`config.mk`:
```
export PLATFORM = sky130hd
export DESIGN_NAME = pt3d_axis
export DESIGN_NICKNAME = d
export VERILOG_FILES = /design/src/design/pt3d_pkg.sv /design/src/design/pt3d_axis.sv
export SDC_FILE = /design/constraint.sdc
export NUM_CORES = 2
export LEC_CHECK = 0
export ABC_AREA = 1
export BUFFER_PORTS_ARGS = -buffer_cell sky130_fd_sc_hd__buf_2
export CORE_UTILIZATION = 50
export CTS_BUF_LIST = sky130_fd_sc_hd__clkbuf_8
export DETAILED_ROUTE_END_ITERATION = 12
export PLACE_DENSITY = 0.66
export SYNTH_ARGS = -nofsm -noshare
export SYNTH_HDL_FRONTEND = slang
export SYNTH_SLANG_ARGS = --single-unit
```
`constraint.sdc`:
```
create_clock -name clk -period 15.95 [get_ports clk]
set_clock_uncertainty 0.05 [all_clocks]
set_input_delay 1.595 -clock clk [delete_from_list [all_inputs] [get_ports clk]]
set_output_delay 1.595 -clock clk [all_outputs]
set_load 0.02 [all_outputs]
```
`src/design/pt3d_pkg.sv`:
```
// Shared types and constants for the 3D point transform.
// Request and result payloads, configuration view, per-axis datapath control.
// No dependencies.
package pt3d_pkg;

	// Configuration address and data widths
	localparam int ADDR_W = 5;
	localparam int DATA_W = 32;

	// Register indexes (byte address = 4 * index)
	localparam logic [2:0] REG_OP_MODE = 3'd0;
	localparam logic [2:0] REG_COEF_A  = 3'd1;
	localparam logic [2:0] REG_COEF_B  = 3'd2;
	localparam logic [2:0] REG_VEC_X   = 3'd3;
	localparam logic [2:0] REG_VEC_Y   = 3'd4;
	localparam logic [2:0] REG_VEC_Z   = 3'd5;

	// Operation codes
	localparam logic [2:0] MODE_PASS      = 3'd0;
	localparam logic [2:0] MODE_TRANSLATE = 3'd1;
	localparam logic [2:0] MODE_SCALE     = 3'd2;
	localparam logic [2:0] MODE_ROT_X     = 3'd3;
	localparam logic [2:0] MODE_ROT_Y     = 3'd4;
	localparam logic [2:0] MODE_ROT_Z     = 3'd5;

	// Q2.14 unit and rounding constant
	localparam logic signed [16:0] COEF_ONE   = 17'sd16384;
	localparam logic signed [50:0] ROUND_HALF = 51'sd8192;
	localparam int                 Q_FRAC     = 14;

	localparam logic signed [31:0] COEF_A_RESET = 32'sd16384;
	localparam logic signed [31:0] COORD_MAX    = 32'sh7fffffff;
	localparam logic signed [31:0] COORD_MIN    = 32'sh80000000;

	typedef struct packed {
		logic        [15:0] vertex_id;
		logic signed [31:0] point_x;
		logic signed [31:0] point_y;
		logic signed [31:0] point_z;
	} point_t;

	typedef struct packed {
		logic        [15:0] out_id;
		logic signed [31:0] out_x;
		logic signed [31:0] out_y;
		logic signed [31:0] out_z;
		logic               clipped;
	} result_t;

	typedef struct packed {
		logic        [2:0]  op_mode;
		logic signed [15:0] coef_a;
		logic signed [15:0] coef_b;
		logic signed [31:0] vec_x;
		logic signed [31:0] vec_y;
		logic signed [31:0] vec_z;
	} cfg_t;

	// Control and operands for one axis: base + round((d_self*coef1 + d_other*coef2) / 2^14)
	// when use_prod is set, else base alone.
	typedef struct packed {
		logic               use_prod;
		logic signed [32:0] d_self;
		logic signed [32:0] d_other;
		logic signed [16:0] coef1;
		logic signed [16:0] coef2;
		logic signed [32:0] base;
	} axis_op_t;

endpackage

```
`src/design/pt3d_axis.sv`:
```
// One coordinate lane: two products registered, then sum, round, offset and saturate.
// Depends on pt3d_pkg for axis_op_t and fixed-point constants.
module pt3d_axis (
	input  logic                    clk,
	input  pt3d_pkg::axis_op_t      op,
	output logic signed [31:0]      res,
	output logic                    clip
);
	import pt3d_pkg::*;

	logic signed [49:0] prod_a_s2, prod_b_s2;
	logic signed [32:0] base_s2;
	logic               use_prod_s2;

	logic signed [49:0] prod_a, prod_b;
	logic signed [50:0] sum;
	logic signed [36:0] rounded;
	logic signed [37:0] total;
	logic               over, under;
	logic signed [31:0] res_q;
	logic               clip_q;

	assign prod_a = op.d_self * op.coef1;
	assign prod_b = op.d_other * op.coef2;

	always_ff @(posedge clk) begin
		prod_a_s2   <= prod_a;
		prod_b_s2   <= prod_b;
		base_s2     <= op.base;
		use_prod_s2 <= op.use_prod;
	end

	always_comb begin
		sum     = $signed({prod_a_s2[49], prod_a_s2}) + $signed({prod_b_s2[49], prod_b_s2})
		          + ROUND_HALF;
		rounded = sum[50:Q_FRAC];
		if (use_prod_s2)
			total = $signed({{5{base_s2[32]}}, base_s2}) + $signed({rounded[36], rounded});
		else
			total = $signed({{5{base_s2[32]}}, base_s2});
		over  = !total[37] && (|total[36:31]);
		under = total[37] && !(&total[36:31]);
	end

	always_ff @(posedge clk) begin
		if (over)
			res_q <= COORD_MAX;
		else if (under)
			res_q <= COORD_MIN;
		else
			res_q <= total[31:0];
		clip_q <= over | under;
	end

	assign res  = res_q;
	assign clip = clip_q;

	// A clipped lane must sit on one of the range limits
	assert property (@(posedge clk) clip_q |-> (res_q == COORD_MAX || res_q == COORD_MIN))
		else $error("clipped lane not at a range limit");

endmodule

```
==> impl_metrics.py <==
metrics = {
    "critical_path": {
        "path_max_fanout": 33,
        "cp_cell_sequence": "buf_2, nand2_1, fa_1, inv_1, fa_1, inv_1, fa_1, inv_1, fa_1, fa_1, inv_1, fa_1, inv_1, ha_1, nand2_1, o21ai_0, a21oi_1, o21ai_0, a21oi_1, o21ai_0, a21oi_1, xnor2_1",
        "crit_slowest_cell": "buf_2",
        "cpMostUsedCell": "fa_1",
        "worstPathRequired_ns": 16.32,
        "start_kind": "input pin",
        "arrival_ns": 7.91,
        "path_class": "in -> reg",
        "end_kind": "register",
        "max_stage_delay_ns": 0.70,
    },
    "sta": {
        "max_slew_margin_pct": 32.7,
        "setup_ws_ns": 8.40,
        "tightest_slew_ns": 1.01,
        "period_share_pct": 47.3,
        "fin_setup_tns_ns": 0,
        "rsz0062_at_grt": "no",
        "period_minus_slack_ns": 7.55,
        "finalMaxSlewViolations": 0,
        "setup_viol": 0,
        "finalHoldViolCount": 0,
        "fmax_mhz": 133,
    },
    "final_layout": {
        "final_cell_mix": "inv_1 (1855), nand2_1 (1656), fa_1 (1073)",
        "antennaDiodeCount": 0,
        "layout.nets": 8100,
        "drive_above_1_share_pct": 3.98,
        "final_common_cell": "inv_1",
        "final_design_area_no_fill_um2": 52200,
        "fin_cells": 7830,
        "syn_to_final_growth_pct": 3.60,
    },
    "clock_tree": {
        "cts_made_buffers": 17,
        "post-cts-setup-buffers": 0,
        "cts_max_level": 4,
        "postCtsHoldBufs": 0,
        "clock_sinks": 167,
        "cts-resized-gates": 0,
        "cts_tree": "yes",
        "cts_buffer_depth": 2,
        "clkTransAtPathRegs_ns": 0.09,
        "root_buffer": "clkbuf_8",
        "clock_latency_ns": 0.53,
    },
    "place": {
        "dp_worst_setup_slack_ns": 7.99,
        "placedCellCount": 7799,
        "placed_cell_area_um2": 51800,
        "gp_congestion": 0.966,
        "dp_hpwl_um": 115000,
        "portBuffers": 167,
    },
    "logic_synthesis": {
        "synth_edf_count": 0,
        "synthFlopType": "dfxtp_1",
        "synth_async_sr_flop_share_pct": 0,
        "synth-compound-area-share_pct": 5.86,
        "ys_types": 49,
        "synthSimpleGateAreaFrac_pct": 17.0,
        "synth_top_family_by_area": "adder cells",
        "synth_xor_xnor_area_share_pct": 2.64,
        "synth_warnings": 0,
        "netlist_instances": 6607,
        "synth-seq-cells": 167,
        "synth.cell_area_um2": 50400,
        "avgSynthCellArea_um2": 7.63,
        "synth_fp_nets": 8187,
        "synth_mux_area_share_pct": 0,
        "synthAdderAreaFrac_pct": 51.9,
        "seq_area_frac_synth_pct": 6.63,
    },
    "grt": {
        "grt.total_usage_pct": 28.6,
        "gr-total-overflow": 0,
        "grt_max_degree": 43,
        "grt_pass1_vias": 43000,
        "grt_first_pass_wirelength_um": 229000,
        "antenna_found_initial": 4,
    },
    "routing": {
        "wirelength_um": 141000,
        "route.detailed.drc": 0,
        "viasPerCell": 5.15,
        "wl_per_cell_um": 18.0,
        "drtIter0Drc": 2708,
        "ant_nets": 0,
        "drt_first_pass_iters": 7,
        "vias": 40300,
    },
    "status": {
        "status": "finished clean",
    },
    "floorplanning": {
        "die_w_um": 319,
        "dieHeight_um": 319,
        "core-area_um2": 100000,
        "dieArea_um2": 102000,
        "placementRows": 116,
        "start_util_pct": 50.4,
        "pin_count": 168,
    },
    "hold_path": {
        "hold_class": "reg -> reg",
    },
    "run": {
        "timing.max_cap.violations": 0,
    },
}
path summary, 6_finish.rpt:
check	startpoint	depth (start not counted)	slack, ns	to
min reg2reg	base_s2[0]	4	0.52	res[0]
min	base_s2[0]	4	0.52	res[0]
max	op[58]	22	8.40	prod_a_s2[37]
max reg2reg	prod_b_s2[19]	26	10.51	res[21]
logic make-up (layout without fill, tap and decap cells):
family / Yosys count / in the layout
flops: 167 / 167
simple gates: 2170 / 2170
buf+inv: 2142 / 2067
fa+ha+maj: 1445 / 1445
xor+xnor: 152 / 152
compound gates: 531 / 531
synth_stat cells, drive strengths merged, types with 10 or more instances:
cell type,count,area (um2)
nand3,92,485
nor4,17,106
xnor2,65,569
ha,372,4650
a31oi,42,263
a21o,17,128
a21oi,254,1270
inv,1862,6990
o21ai,151,763
o21a,19,143
dfxtp,167,3340
o21bai,14,105
clkbuf,269,1010
nor2,324,1250
or2,22,138
buf,10,82.6
nand4,18,113
nor3,27,140
xor2,87,762
fa,1073,21500
nand2,1663,6270
critical path, delay by kind of cell:
| family | cells | cell delay, ns |
|---|---|---|
| buffers and inverters | 6 | 0.97 |
| AO/OA/AOI/OAI | 6 | 1.44 |
| AND/OR/NAND/NOR | 2 | 0.32 |
| XOR/XNOR | 1 | 0.15 |
| adder cells (fa/ha/maj) | 7 | 3.39 |
stage by stage:
stage / util [%] / hold slack (ns)
after floorplan: - / 0.461
after global placement: 51.8 / 0.494
after detailed placement: 51.8 / 0.494
after CTS: 52.2 / 0.520
after global routing: 52.2 / 0.571
final: 52.2 / 0.518
routing by layer:
metal / track usage, % / vias to the layer above / share of wire (%)
li1: - / 18800 / -
met1: 37.5 / 19900 / 43
met2: 49.8 / 1359 / 49
met3: 3.53 / 263 / 6.0
met4: 7.44 / 6 / 2.5
met5: 0 / - / 0.034
cell type report:
class                      count  area (um2)
clock inverter                12         141
fill                        9745       47800
multi-input combinational   4298       39000
sequential                   167        3340
tap                         1298        1620
clock buffer                  19         262
timing repair buffer         173         881
inverter                    1863        6990
registers in the layout, summed over array words and instances (netlist names):
name and cells:
use_prod_s2 1, clip 1, res 32, base_s2 33
prod_b_s2 50, prod_a_s2 50
Power is left out: the tool's default activity adds up to more than one toggle a clock period on the data nets, which glitch-free logic cannot reach.
