===== config.mk =====
export PLATFORM = sky130hd
export DESIGN_NAME = pt3d_regs
export DESIGN_NICKNAME = d
export VERILOG_FILES = /design/src/design/pt3d_pkg.sv /design/src/design/pt3d_regs.sv
export SDC_FILE = /design/constraint.sdc
export NUM_CORES = 1
export LEC_CHECK = 0
export BUFFER_PORTS_ARGS = -buffer_cell sky130_fd_sc_hd__buf_2
export CELL_PAD_IN_SITES_DETAIL_PLACEMENT = 1
export CELL_PAD_IN_SITES_GLOBAL_PLACEMENT = 2
export CORE_MARGIN = 1
export CORE_UTILIZATION = 34
export CTS_BUF_LIST = sky130_fd_sc_hd__clkbuf_8
export DETAILED_ROUTE_END_ITERATION = 8
export HOLD_SLACK_MARGIN = 0.03
export PLACE_DENSITY = 0.8
export SYNTH_ARGS = -nofsm -noshare
export SYNTH_HDL_FRONTEND = slang
export SYNTH_SLANG_ARGS = --single-unit

===== constraint.sdc =====
create_clock -name clk -period 1.8 [get_ports clk]
set_clock_uncertainty 0.2 [all_clocks]
set_input_delay 0.27 -clock clk [delete_from_list [all_inputs] [get_ports clk]]
set_output_delay 0.27 -clock clk [all_outputs]
set_load 0.005 [all_outputs]

===== src/design/pt3d_pkg.sv =====
// Shared types and constants for the 3D point transform.
// Request and result payloads, configuration view, per-axis datapath control.
// No dependencies.
package pt3d_pkg;

	// Configuration address and data widths
	localparam int ADDR_W = 5;
	localparam int DATA_W = 32;

	// Register indexes (byte address = 4 * index)
	localparam logic [2:0] REG_OP_MODE = 3'd0;
	localparam logic [2:0] REG_COEF_A  = 3'd1;
	localparam logic [2:0] REG_COEF_B  = 3'd2;
	localparam logic [2:0] REG_VEC_X   = 3'd3;
	localparam logic [2:0] REG_VEC_Y   = 3'd4;
	localparam logic [2:0] REG_VEC_Z   = 3'd5;

	// Operation codes
	localparam logic [2:0] MODE_PASS      = 3'd0;
	localparam logic [2:0] MODE_TRANSLATE = 3'd1;
	localparam logic [2:0] MODE_SCALE     = 3'd2;
	localparam logic [2:0] MODE_ROT_X     = 3'd3;
	localparam logic [2:0] MODE_ROT_Y     = 3'd4;
	localparam logic [2:0] MODE_ROT_Z     = 3'd5;

	// Q2.14 unit and rounding constant
	localparam logic signed [16:0] COEF_ONE   = 17'sd16384;
	localparam logic signed [50:0] ROUND_HALF = 51'sd8192;
	localparam int                 Q_FRAC     = 14;

	localparam logic signed [31:0] COEF_A_RESET = 32'sd16384;
	localparam logic signed [31:0] COORD_MAX    = 32'sh7fffffff;
	localparam logic signed [31:0] COORD_MIN    = 32'sh80000000;

	typedef struct packed {
		logic        [15:0] vertex_id;
		logic signed [31:0] point_x;
		logic signed [31:0] point_y;
		logic signed [31:0] point_z;
	} point_t;

	typedef struct packed {
		logic        [15:0] out_id;
		logic signed [31:0] out_x;
		logic signed [31:0] out_y;
		logic signed [31:0] out_z;
		logic               clipped;
	} result_t;

	typedef struct packed {
		logic        [2:0]  op_mode;
		logic signed [15:0] coef_a;
		logic signed [15:0] coef_b;
		logic signed [31:0] vec_x;
		logic signed [31:0] vec_y;
		logic signed [31:0] vec_z;
	} cfg_t;

	// Control and operands for one axis: base + round((d_self*coef1 + d_other*coef2) / 2^14)
	// when use_prod is set, else base alone.
	typedef struct packed {
		logic               use_prod;
		logic signed [32:0] d_self;
		logic signed [32:0] d_other;
		logic signed [16:0] coef1;
		logic signed [16:0] coef2;
		logic signed [32:0] base;
	} axis_op_t;

endpackage


===== src/design/pt3d_regs.sv =====
// Configuration register file on an APB-style port.
// Depends on pt3d_pkg for register indexes and the cfg_t view.
module pt3d_regs (
	input  logic                          clk,
	input  logic                          arst_n,
	input  logic                          psel,
	input  logic                          penable,
	input  logic                          pwrite,
	input  logic [pt3d_pkg::ADDR_W-1:0]   paddr,
	input  logic [pt3d_pkg::DATA_W-1:0]   pwdata,
	output logic [pt3d_pkg::DATA_W-1:0]   prdata,
	output logic                          pready,
	output pt3d_pkg::cfg_t                cfg
);
	import pt3d_pkg::*;

	cfg_t       cfg_q;
	logic [2:0] reg_idx;
	logic       wr_en;

	assign pready  = 1'b1;
	assign reg_idx = paddr[ADDR_W-1:2];
	assign wr_en   = psel & penable & pwrite & pready;

	always_ff @(posedge clk or negedge arst_n) begin
		if (!arst_n) begin
			cfg_q.op_mode <= MODE_PASS;
			cfg_q.coef_a  <= COEF_A_RESET[15:0];
			cfg_q.coef_b  <= '0;
			cfg_q.vec_x   <= '0;
			cfg_q.vec_y   <= '0;
			cfg_q.vec_z   <= '0;
		end else if (wr_en) begin
			case (reg_idx)
				REG_OP_MODE: cfg_q.op_mode <= pwdata[2:0];
				REG_COEF_A:  cfg_q.coef_a  <= pwdata[15:0];
				REG_COEF_B:  cfg_q.coef_b  <= pwdata[15:0];
				REG_VEC_X:   cfg_q.vec_x   <= pwdata;
				REG_VEC_Y:   cfg_q.vec_y   <= pwdata;
				REG_VEC_Z:   cfg_q.vec_z   <= pwdata;
				default: ;
			endcase
		end
	end

	always_comb begin
		case (reg_idx)
			REG_OP_MODE: prdata = {29'd0, cfg_q.op_mode};
			REG_COEF_A:  prdata = {{16{cfg_q.coef_a[15]}}, cfg_q.coef_a};
			REG_COEF_B:  prdata = {{16{cfg_q.coef_b[15]}}, cfg_q.coef_b};
			REG_VEC_X:   prdata = cfg_q.vec_x;
			REG_VEC_Y:   prdata = cfg_q.vec_y;
			REG_VEC_Z:   prdata = cfg_q.vec_z;
			default:     prdata = '0;
		endcase
	end

	assign cfg = cfg_q;

endmodule


==> results of run 1 <==
[metal layers]
| layer | track usage, % | vias to the layer above | routed length (microns) |
|---|---|---|---|
| met5 | 0 | - | 0 |
| met4 | 10.4 | 0 | 513 |
| met3 | 4.34 | 39 | 849 |
| met2 | 40.7 | 139 | 10900 |
| met1 | 24.6 | 2534 | 7690 |
| li1 | - | 2190 | - |
[power breakdown]
group,switching (mW),internal [mW],total [mW],leakage [nW]
Clock,1.16,1.64,2.80,0.228
Sequential,0.428,3.52,3.95,1.67
Combinational,1.09,1.59,2.68,2.66
Total,2.68,6.75,9.43,4.56
[worst max-delay path, cell delays in order (launching register included)]
cell	delay [ns]
dfrtp_1	0.41
mux2_2	0.28
a221o_1	0.34
buf_2	0.13
[cell type report]
type	count	area (sq um)
Antenna cell	3	7.51
Clock buffer	21	289
Tap cell	225	282
Sequential cell	131	3280
Timing Repair Buffer	327	2220
Fill cell	1844	8330
Clock inverter	11	159
Multi-Input combinational cell	258	2740
[cells by family after synthesis]
logic type | after synthesis | synth area share, %
and+or+nand+nor | 43 | 3.75
AOI/OAI and AO/OA | 33 | 5.14
DFF | 131 | 54.3
buffers and inverters | 30 | 3.32
other | 1 | 0.0621
muxes | 181 | 33.4
[worst paths after layout]
kind / to / from / slack, ns / cells past startpoint
worst max-delay path: prdata[17] / cfg[17] / -0.28 / 3
worst min-delay path: cfg[30] / arst_n / 0.12 / 2
worst max register to register: cfg[76] / cfg[76] / 0.56 / 3
worst min register to register: cfg[11] / cfg[11] / 0.32 / 1
max in group asynchronous: cfg[126] / arst_n / 0.67 / 3
min in group clk: cfg[11] / cfg[11] / 0.32 / 1
[metrics by stage]
stage / util, % / TNS [ns]
floorplan: - / 0
global placement: 43.9 / -8.03
detailed placement: 43.9 / -8.85
CTS: 51.0 / -5.91
global route: 51.9 / -7.52
finish: 51.9 / -5.26
[synthesized netlist by cell type, types with 2 or more instances]
cell type  count
a221o_1       17
buf_1          2
buf_2          7
buf_4         15
buf_6          3
clkbuf_1       3
dfrtp_1      130
mux2_1         6
mux2_2       157
mux2i_1       18
nand2_1       27
nand2b_1       2
nand3b_1       2
nor2_2         4
nor2b_1        2
o221ai_1      15
[timing repair]
action / 4_1_cts / 5_1_grt
buffers inserted: 43 / 14
gates resized for setup: 28 / 11
endpoints found under the hold margin: 261 / 0
hold buffers: 33 / 0
endpoints found under the setup margin: 32 / 32
gates cloned: 0 / 0
==> impl_metrics.env, run 1 <==
export IMPL_fin_crit_ns=2.08
export IMPL_drv_slew=0
export IMPL_dr_pass1_iters=4
export IMPL_die_area_sq_um=18300
export IMPL_grt_pass1_vias=5350
export IMPL_vdd_drop_max_mv=0.434
export IMPL_start_kind="flop"
export IMPL_place_congestion=0.825
export IMPL_clockRootBuffer="clkbuf_8"
export IMPL_status="complete, but fails checks"
export IMPL_cts_sinks=131
export IMPL_area_growth_pct=48.6
export IMPL_most_common_layout_cells="buf_2 (200), mux2_2 (147), dfrtp_1 (130), buf_4 (79), dlygate4sd3_1 (33)"
export IMPL_grt_max_degree=42
export IMPL_grt_antenna_before_repair=2
export IMPL_drive_gt1_share_pct=69.4
export IMPL_ys_warn_count=0
export IMPL_grt_overflow_total=0
export IMPL_rsz0062_at_grt="yes"
export IMPL_drv_cap=0
export IMPL_synth_top_area_share_pct=53.9
export IMPL_dp_cells=851
export IMPL_fp_dieW_microns=135
export IMPL_io_pins=206
export IMPL_cts_max_path_buffers=2
export IMPL_end_kind="primary output"
export IMPL_yosysTopAreaCell="dfrtp_1"
export IMPL_fp_row_count=48
export IMPL_critPathKind="flop to primary output"
export IMPL_grt_util_all_layers_pct=22.2
export IMPL_syn_inst=419
export IMPL_hold_path_class="input port to async pin"
export IMPL_timing_final_hold_violations=0
export IMPL_drt_wl_total_mm=19.9
export IMPL_required_ns=1.33
export IMPL_largest_reg_flops=131
export IMPL_die_h_microns=135
export IMPL_final_area_sq_um=8970
export IMPL_netlist_top_cells_area="dfrtp_1 (54%), mux2_2 (29%), mux2i_1 (3.0%)"
export IMPL_fin_crit_sh_pct=116
export IMPL_worst_slack_ns=-0.279
export IMPL_finalSetupViolCount=32
export IMPL_clkSlewWorstSetupHoldPaths_ns=0.08
export IMPL_path_max_fanout=3
export IMPL_async_flop_share_pct=100
export IMPL_cts_tree="yes"
export IMPL_via_per_inst=5.02
export IMPL_cts_made_buffers=17
export IMPL_violations="negative setup slack"
export IMPL_start_util_pct=34.9
export IMPL_synth_edf_count=0
export IMPL_ys_seq_area_share_pct=54.3
export IMPL_first_iter_violations=138
export IMPL_dp_slack_ns=-0.136
export IMPL_instances_no_fill=976
export IMPL_drtAntennaViolNets=0
export IMPL_arrival_ns=1.61
export IMPL_core_sq_um=17300
export IMPL_synthFlopType="dfrtp_1"
export IMPL_holdWs_ns=0.118
export IMPL_fmax_mhz=481
export IMPL_p_leak_nw=4.56
export IMPL_syn_area_sq_um=6040
export IMPL_place_area_sq_um=7590
export IMPL_post_drt_wl_per_cell_microns=20.4
export IMPL_port_buffers=202
export IMPL_cts_max_level=4
export IMPL_postSynthAreaPerCell_sq_um=14.4
export IMPL_grt_pass1_wl_mm=30.3
export IMPL_clock_latency_ns=0.45
export IMPL_final_common_cell="buf_2"
export IMPL_p_per_area_nw_per_um2=1050
export IMPL_synth_seq_cells=131
export IMPL_fin_nets=777
export IMPL_drc=0
export IMPL_p_total_mw=9.43
export IMPL_hpwl_mm=13.3
export IMPL_dr_total_vias=4902
export IMPL_synth_distinct_cells=25
export IMPL_syn_nets=461
No activity file was read; power rests on OpenSTA's default activity.
==> inputs of run 2 (changes only) <==
ABC_AREA = 1   (was unset)
BUFFER_PORTS_ARGS = unset   (was -buffer_cell sky130_fd_sc_hd__buf_2)
CORE_UTILIZATION = 36   (was 34)
DONT_BUFFER_PORTS = 1   (was unset)
==> run 2 against run 1 <==
Net effect: the run ends with negative hold slack, negative setup slack left; sequential share of layout area increased by 7.9 points; worst setup slack improved by 0.27 ns; critical path type unchanged; maximum frequency increased by 15%; largest power group unchanged; global-route usage increased by 3.5 points; largest cell class unchanged.
==> impl_metrics.env, run 2 <==
export IMPL_status="complete, but fails checks"
export IMPL_violations="negative hold slack, negative setup slack"
export IMPL_r2r_slack_ns=0.84
export IMPL_yosysTopAreaCell="dfrtp_1"
export IMPL_area_growth_pct=15.0
export IMPL_drtAntennaViolNets=0
export IMPL_grt_antenna_before_repair=0
export IMPL_holdWs_ns=-0.682
export IMPL_async_flop_share_pct=100
export IMPL_first_iter_violations=221
export IMPL_grt_max_degree=132
export IMPL_grt_pass1_vias=6463
export IMPL_post_drt_wl_per_cell_microns=20.8
export IMPL_largest_reg_flops=131
export IMPL_end_kind="primary output"
export IMPL_r2r_start="cfg[11]"
export IMPL_synth_seq_cells=131
export IMPL_ys_top_cells_by_count="nand2_1 (268), dfrtp_1 (130), o21ai_0 (116), nor2_1 (83), inv_1 (75)"
export IMPL_port_buffers=0
export IMPL_core_sq_um=17400
export IMPL_die_area_sq_um=18400
export IMPL_slowest_stage="dfrtp_1"
export IMPL_hold_path_class="input port to async pin"
export IMPL_start_kind="flop"
export IMPL_p_total_mw=7.80
export IMPL_cts_tree="yes"
export IMPL_cts_max_level=4
export IMPL_final_common_cell="nand2_1"
export IMPL_place_congestion=0.799
export IMPL_drt_wl_total_mm=22.8
export IMPL_max_stage_delay_ns=0.44
export IMPL_yosysMostFrequentCell="nand2_1"
export IMPL_dr_total_vias=5984
export IMPL_relSlewSlack_pct=28.7
export IMPL_dr_pass1_iters=5
export IMPL_fin_nets=904
export IMPL_rsz0062_at_grt="yes"
export IMPL_ys_warn_count=0
export IMPL_fmax_mhz=553
export IMPL_fp_dieW_microns=136
export IMPL_synth_edf_count=0
export IMPL_reg2reg_to="cfg[11]"
export IMPL_fillers=2123
export IMPL_drv_cap=0
export IMPL_postSynthAreaPerCell_sq_um=7.59
export IMPL_netlist_top_cells_area="dfrtp_1 (51%), nand2_1 (16%), o21ai_0 (9.0%)"
export IMPL_required_ns=1.33
export IMPL_p_per_area_nw_per_um2=1050
export IMPL_grt_pass1_wl_mm=36.0
export IMPL_cts_hold_buf=32
export IMPL_io_pins=206
export IMPL_dp_cells=1036
export IMPL_worst_slack_ns=-0.00957
export IMPL_antenna_cells=0
export IMPL_reg2regPathDepth=2
export IMPL_setup_tns_final_ns=-0.0591
export IMPL_syn_inst=847
export IMPL_synth_top_area_share_pct=50.6
export IMPL_critPathKind="flop to primary output"
export IMPL_drive_gt1_share_pct=8.57
export IMPL_path_cells="nand4_1 > nand2_2 > inv_8 > nand2_1"
export IMPL_grt_overflow_total=0
export IMPL_via_per_inst=5.44
export IMPL_timing_final_hold_violations=131
export IMPL_max_slew_worst_pin_slew_ns=1.07
export IMPL_clockRootBuffer="clkbuf_8"
export IMPL_hpwl_mm=15.1
export IMPL_most_common_layout_cells="nand2_1 (267), dfrtp_1 (127), o21ai_0 (116), nor2_1 (83), inv_1 (76)"
export IMPL_p_leak_nw=3.75
export IMPL_drv_slew=0
export IMPL_arrival_ns=1.34
export IMPL_cts_made_buffers=17
export IMPL_cts_sinks=131
export IMPL_register_area_sq_um=3280
export IMPL_die_h_microns=136
export IMPL_start_util_pct=37.0
export IMPL_path_max_fanout=17
export IMPL_synth_distinct_cells=22
export IMPL_fp_row_count=48
export IMPL_fin_crit_ns=1.81
export IMPL_grt_util_all_layers_pct=25.8
export IMPL_syn_nets=889
export IMPL_cts_max_path_buffers=2
export IMPL_clock_latency_ns=0.44
export IMPL_vdd_drop_max_mv=0.453
export IMPL_drc=0
export IMPL_finalSetupViolCount=13
export IMPL_clkSlewWorstSetupHoldPaths_ns=0.07
export IMPL_multiInputGateArea_sq_um=2590
export IMPL_synthFlopType="dfrtp_1"
export IMPL_instances_no_fill=1100
export IMPL_ys_seq_area_share_pct=51.0
export IMPL_syn_area_sq_um=6430
export IMPL_fin_crit_sh_pct=101
-- run 2: cell families after synthesis --
| logic type | Yosys count | synth area share, % |
|---|---|---|
| compound gates | 131 | 10.2 |
| buf+inv | 138 | 9.01 |
| flops | 131 | 51.0 |
| other cells | 1 | 0.0583 |
| simple gates | 446 | 29.7 |
-- run 2: per-stage QoR --
| stage | setup WS (ns) | util, % | hold WS (ns) | instance area [sq um] |
|---|---|---|---|---|
| 2_1_floorplan | 0.246 | - | -0.226 | 6430 |
| 3_3_place_gp | -0.0109 | 38.3 | -0.221 | 6660 |
| 3_5_place_dp | -0.126 | 38.3 | -0.222 | 6660 |
| 4_1_cts | -0.0439 | 42.5 | -0.710 | 7380 |
| 5_1_grt | -0.0876 | 42.6 | -0.717 | 7390 |
| 6_report | -0.00957 | 42.6 | -0.682 | 7390 |
-- run 2: worst max-delay path, delay by kind of cell (launching register included) --
kind | cells | cell delay (ns)
and+or+nand+nor | 3 | 0.32
buffers and inverters | 1 | 0.13
DFF | 1 | 0.44
-- run 2: cell type report --
type	instances	area share (%)
Clock buffer	21	3.91
Sequential cell	131	44.4
Clock inverter	11	1.47
Multi-Input combinational cell	578	35.0
Inverter	82	4.33
Timing Repair Buffer	52	7.04
Tap cell	225	3.81
-- run 2: timing repair --
action,4_1_cts,5_1_grt
pin swaps,0,5
buffers inserted,0,0
gates resized for setup,4,4
setup endpoints to repair,17,19
hold endpoints to repair,262,131
-- run 2: layer usage --
metal | part of all wire (%) | global-route usage, %
met1 | 41 | 31.3
met2 | 50 | 43.4
met3 | 7.4 | 7.30
met4 | 1.6 | 8.93
met5 | 0 | 0
-- run 2: how the worst max path moves through the flow --
stage,depth (start not counted),startpoint,to,slack [ns]
global placement,3,pwrite,cfg[54],-0.01
CTS,4,cfg[111],prdata[21],-0.04
floorplan,7,paddr[3],prdata[10],0.25
detailed placement,4,paddr[3],cfg[59],-0.13
finish,4,cfg[127],prdata[16],-0.01
global route,4,cfg[127],prdata[18],-0.09
-- run 2: where the power goes --
group	switching [mW]	internal [mW]
Combinational	0.665	0.387
Clock	1.19	1.36
Sequential	0.662	3.53
Total	2.52	5.28
